[src/hw/rtl/srx_pkg.sv]
package srx_pkg;

    localparam int unsigned R_BLOCKS_DEF   = 1;
    localparam int unsigned LOG2_N_MAX_DEF = 10;
    localparam logic [3:0]  LOG2_N_RESET   = 4'd10;

    typedef logic [15:0][31:0] t_words;

    typedef enum logic [1:0] {
        CORE_NOP,
        CORE_LOAD,
        CORE_XOR,
        CORE_RUN
    } t_core_op;

    typedef struct packed {
        t_core_op    op;
        logic [2:0]  idx;
        logic [63:0] data;
    } t_core_cmd;

    typedef enum logic [3:0] {
        ST_LOAD,
        ST_FILL,
        ST_MIX_INIT,
        ST_MIX_XOR,
        ST_MIX_RUN,
        ST_MIX_WAIT,
        ST_MIX_STORE,
        ST_COPY,
        ST_IDX,
        ST_RD,
        ST_OUT
    } t_state;

    localparam int unsigned COL_IDX [4][4] = '{
        '{0, 4, 8, 12}, '{5, 9, 13, 1}, '{10, 14, 2, 6}, '{15, 3, 7, 11}
    };
    localparam int unsigned ROW_IDX [4][4] = '{
        '{0, 1, 2, 3}, '{5, 6, 7, 4}, '{10, 11, 8, 9}, '{15, 12, 13, 14}
    };

    function automatic logic [31:0] rotl32(logic [31:0] x, int unsigned s);
        return (x << s) | (x >> (32 - s));
    endfunction

    // One column round (row low) or one row round (row high) of salsa20.
    function automatic t_words half_round(t_words w, logic row);
        t_words      v;
        int unsigned a;
        int unsigned b;
        int unsigned c;
        int unsigned d;
        v = w;
        for (int q = 0; q < 4; q++) begin
            a = row ? ROW_IDX[q][0] : COL_IDX[q][0];
            b = row ? ROW_IDX[q][1] : COL_IDX[q][1];
            c = row ? ROW_IDX[q][2] : COL_IDX[q][2];
            d = row ? ROW_IDX[q][3] : COL_IDX[q][3];
            v[b] = v[b] ^ rotl32(v[a] + v[d], 7);
            v[c] = v[c] ^ rotl32(v[b] + v[a], 9);
            v[d] = v[d] ^ rotl32(v[c] + v[b], 13);
            v[a] = v[a] ^ rotl32(v[d] + v[c], 18);
        end
        return v;
    endfunction

endpackage

[src/hw/rtl/srx_salsa.sv]
module srx_salsa
    import srx_pkg::*;
(
    input  logic        i_clk,
    input  logic        i_rst_n,
    input  t_core_cmd   i_cmd,
    output logic        o_busy,
    output logic [63:0] o_word
);

    t_words     r_t;
    t_words     r_w;
    t_words     w_hr;
    logic [2:0] r_cnt;
    logic       r_busy;

    assign w_hr   = half_round(r_w, r_cnt[0]);
    assign o_busy = r_busy;
    assign o_word = {r_t[{i_cmd.idx, 1'b1}], r_t[{i_cmd.idx, 1'b0}]};

    always_ff @(posedge i_clk) begin
        if (!i_rst_n) begin
            r_busy <= 1'b0;
            r_cnt  <= '0;
        end else if (r_busy) begin
            r_cnt <= r_cnt + 3'd1;
            if (r_cnt == 3'd7) begin
                r_busy <= 1'b0;
            end
        end else if (i_cmd.op == CORE_RUN) begin
            r_busy <= 1'b1;
            r_cnt  <= '0;
        end
    end

    // Four double rounds, one half round per cycle; the feed-forward add
    // folds into the last one.
    always_ff @(posedge i_clk) begin
        if (r_busy) begin
            if (r_cnt == 3'd7) begin
                for (int i = 0; i < 16; i++) begin
                    r_t[i] <= r_t[i] + w_hr[i];
                end
            end else begin
                r_w <= w_hr;
            end
        end else begin
            case (i_cmd.op)
                CORE_LOAD: begin
                    r_t[{i_cmd.idx, 1'b0}] <= i_cmd.data[31:0];
                    r_t[{i_cmd.idx, 1'b1}] <= i_cmd.data[63:32];
                end
                CORE_XOR: begin
                    r_t[{i_cmd.idx, 1'b0}] <= r_t[{i_cmd.idx, 1'b0}] ^ i_cmd.data[31:0];
                    r_t[{i_cmd.idx, 1'b1}] <= r_t[{i_cmd.idx, 1'b1}] ^ i_cmd.data[63:32];
                end
                CORE_RUN: begin
                    r_w <= r_t;
                end
                default: begin
                end
            endcase
        end
    end

endmodule

[config.mk]
export PLATFORM = sky130hd
export DESIGN_NAME = srx_salsa
export DESIGN_NICKNAME = d
export VERILOG_FILES = /design/src/hw/rtl/srx_pkg.sv /design/src/hw/rtl/srx_salsa.sv
export SDC_FILE = /design/constraint.sdc
export NUM_CORES = 2
export LEC_CHECK = 0
export BUFFER_PORTS_ARGS = -buffer_cell sky130_fd_sc_hd__buf_2
export CAP_MARGIN = 10
export CORE_MARGIN = 4
export CORE_UTILIZATION = 25
export DETAILED_ROUTE_END_ITERATION = 6
export PLACE_DENSITY_LB_ADDON = 0.2
export SLEW_MARGIN = 20
export SYNTH_ARGS = -nofsm -noshare
export SYNTH_HDL_FRONTEND = slang
export SYNTH_SLANG_ARGS = --single-unit
[constraint.sdc]
create_clock -name i_clk -period 47 [get_ports i_clk]
set_clock_uncertainty 0.1 [all_clocks]
set_input_delay 4.7 -clock i_clk [delete_from_list [all_inputs] [get_ports i_clk]]
set_output_delay 4.7 -clock i_clk [all_outputs]
set_load 0.1 [all_outputs]
==> results.tsv <==
stage	metric	value	unit
logic_synthesis	syn nets	12200	
logic_synthesis	most frequent cell after synthesis	edfxtp_1	
outcome	status	complete, no violations	
timing	Rel. slew slack	5.62	%
critical_path	critical path startpoint category	register	
logic_synthesis	FFs w/ async S/R, synth	0	%
floorplanning	Die Span X	652	um
logic_synthesis	Syn Area/Cell	9.32	um2
global_route	gr usage total	31.9	%
critical_path	CP dominant cell by count	a21oi_1	
drt	antenna-violating nets left	0	
timing	worst hold slack	0.511	ns
floorplanning	die height	652	um
clocking	Clock Latency Late Sink	0.90	ns
logic_synthesis	Synth Instances	11100	
place	routability cong.	1.08	
clocking	CTS Root Buffer Type	clkbuf_16	
critical_path	worst path buffer plus inverter count	6	
cells_and_area	fill count	44000	
cells_and_area	P&R area growth vs syn	14.2	%
min_path	type of the most critical hold path	register to register	
drt	Iteration-0 DRC Markers	15200	
clocking	Clock transition at path regs	0.06	ns
critical_path	Top delay family on crit path	compound AO/OA/AOI/OAI gates	
drt	wire length per cell	41.7	um
global_route	initial antenna violation count	124	
logic_synthesis	Netlist cell types	101	
cells_and_area	Nets	12500	
global_route	first-pass GRT wire length	910000	um
clocking	CTS tree	yes	
timing	final hold viol count	0	
critical_path	Req. time, crit path	47.52	ns
global_route	largest net degree at the start of global routing	131	
timing	min Tclk post-route	20.56	ns
floorplanning	Die ar.	0.425	mm2
logic_synthesis	Seq cells post-synth	1028	
cells_and_area	layout cells sized above 1	12.1	%
logic_synthesis	cell taking the most area after synthesis	edfxtp_1	
global_route	vias in the first global route	91700	
global_route	total grt overflow	0	
floorplanning	Core Region	0.413	mm2
critical_path	CP max-delay cell	xnor2_1	
critical_path	WP data arrival	21.07	ns
floorplanning	Initial Util	25.1	%
clocking	htree depth	4	
timing	fin worst setup slack	26.44	ns
timing	final setup fails	0	
logic_synthesis	ranking of synthesized cells by area	edfxtp_1, ha_1, xnor2_1	
place	dpl ws	27.20	ns
clocking	Setup Buffers After CTS	0	
job	max cap viols	0	
clocking	Num CTS Buffers	148	
cells_and_area	fin cells	17000	
timing	Final period util	43.7	%
place	DP HPWL	593000	um
timing	worst-margin pin slew	1.41	ns
logic_synthesis	Ys Warns	0	
clocking	CTS Sinks	1028	
place	PortBufs	135	
clocking	hold-fix buffers at CTS	0	
timing	Slew Viols, Final	0	
clocking	CTS max path bufs	4	
logic_synthesis	ys flop type	edfxtp_1	
timing	RSZ-0062 raised after global routing	no	
logic_synthesis	Post-synth EDFFs	1024	
drt	Vias/cell	5.96	
logic_synthesis	synth cell count leaders	edfxtp_1, ha_1, nand2_1	
drt	drt drc	0	
logic_synthesis	Seq/Total Area, Yosys	29.7	%
drt	via count	101000	
drt	DR pass1 iterations	6	
drt	Total Wirelength	708000	um
critical_path	CP max stage delay	1.00	ns
critical_path	Critical Path Fanout Max	82	
place	placed insts	16700	
timing	Fmax	48.6	MHz
floorplanning	row count	236	
logic_synthesis	Synth Cell Area	0.104	mm2
timing	Fin Setup TNS	0	ns
critical_path	WS Path Type	register to register	
clocking	PostCTS Resize Cnt	0	
critical_path	Setup crit end kind	register	
floorplanning	io pins	136	
logic_synthesis	top-area cell type share of the netlist area	29.7	%
[state kept, by name, summed over array words and instances (netlist names)]
name / flops
r_cnt: 3
r_w: 512
r_t: 512
o_busy: 1
[area by class of cell]
class / instances / area (um2) / share of cell area (%)
multi-input combinational: 9370 / 71200 / 60.1
sequential: 1028 / 30800 / 26.0
tap: 5474 / 6850 / 5.78
clock buffer: 181 / 3830 / 3.23
timing repair buffer: 492 / 3480 / 2.94
inverter: 333 / 1260 / 1.07
clock inverter: 80 / 841 / 0.710
antenna: 42 / 105 / 0.0888
[layout by cell type (no fill, tap or decap), types with 114 or more instances in the layout]
| cell type | Yosys | layout |
|---|---|---|
| edfxtp_1 | 1024 | 1024 |
| ha_1 | 1003 | 1003 |
| nand2_1 | 922 | 912 |
| nor2_1 | 884 | 871 |
| xnor2_1 | 883 | 815 |
| a21oi_1 | 795 | 795 |
| a21o_1 | 530 | 530 |
| xor2_1 | 528 | 487 |
| mux2_2 | 466 | 466 |
| o22ai_1 | 399 | 399 |
| o21ai_0 | 401 | 394 |
| buf_4 | 0 | 346 |
| inv_1 | 332 | 330 |
| mux2i_1 | 324 | 317 |
| a22oi_1 | 268 | 268 |
| a31oi_1 | 204 | 204 |
| clkbuf_16 | 0 | 148 |
| nand3_1 | 137 | 137 |
| buf_2 | 36 | 136 |
| o21bai_1 | 134 | 134 |
| nand4_1 | 114 | 114 |
[metal layers]
metal,GRT usage [%],share of wire (%),routed length [um]
met1,41.9,41,289000
met2,47.0,42,294000
met3,6.73,9.6,67800
met4,21.2,8.0,56400
met5,0,0.017,122
[per-stage QoR]
| stage | cell area (um2) | utilization (%) |
|---|---|---|
| after floorplan | 104000 | - |
| after global routing | 118000 | 28.6 |
| final | 118000 | 28.7 |
| after global placement | 113000 | 27.4 |
| after CTS | 118000 | 28.6 |
| after detailed placement | 114000 | 27.5 |
[logic make-up (layout without fill, tap and decap cells)]
| group | count (synthesis) | after routing | synth area share, % |
|---|---|---|---|
| buffers and inverters | 728 | 1086 | 2.68 |
| multiplexers | 791 | 791 | 8.21 |
| adder cells (fa/ha/maj) | 1035 | 1035 | 12.7 |
| XOR/XNOR | 1498 | 1498 | 13.8 |
| AO/OA/AOI/OAI | 3407 | 3407 | 21.4 |
| AND/OR/NAND/NOR | 2639 | 2639 | 11.4 |
| other | 0 | 42 | 0 |
| flip-flops | 1028 | 1028 | 29.7 |
[tightest hold or removal path, cell delays in order, from the launching register on]
cell	delay, ns
dfxtp_1	0.31
nand2_1	0.05
o21ai_0	0.06
and2_1	0.14
[path summary, 6_finish.rpt]
check                                            from                     to  slack [ns]  cells past startpoint
worst max-delay path            r_cnt[0]$_SDFFE_PN0P_     r_t[190]$_DFFE_PP_       26.44                     59
worst min-delay path            r_cnt[1]$_SDFFE_PN0P_  r_cnt[1]$_SDFFE_PN0P_        0.51                      3
worst max register to register  r_cnt[0]$_SDFFE_PN0P_     r_t[190]$_DFFE_PP_       26.44                     59
worst min register to register  r_cnt[1]$_SDFFE_PN0P_  r_cnt[1]$_SDFFE_PN0P_        0.51                      3
Power is left out: the tool's default activity adds up to more than one toggle a clock period on the data nets, which glitch-free logic cannot reach.
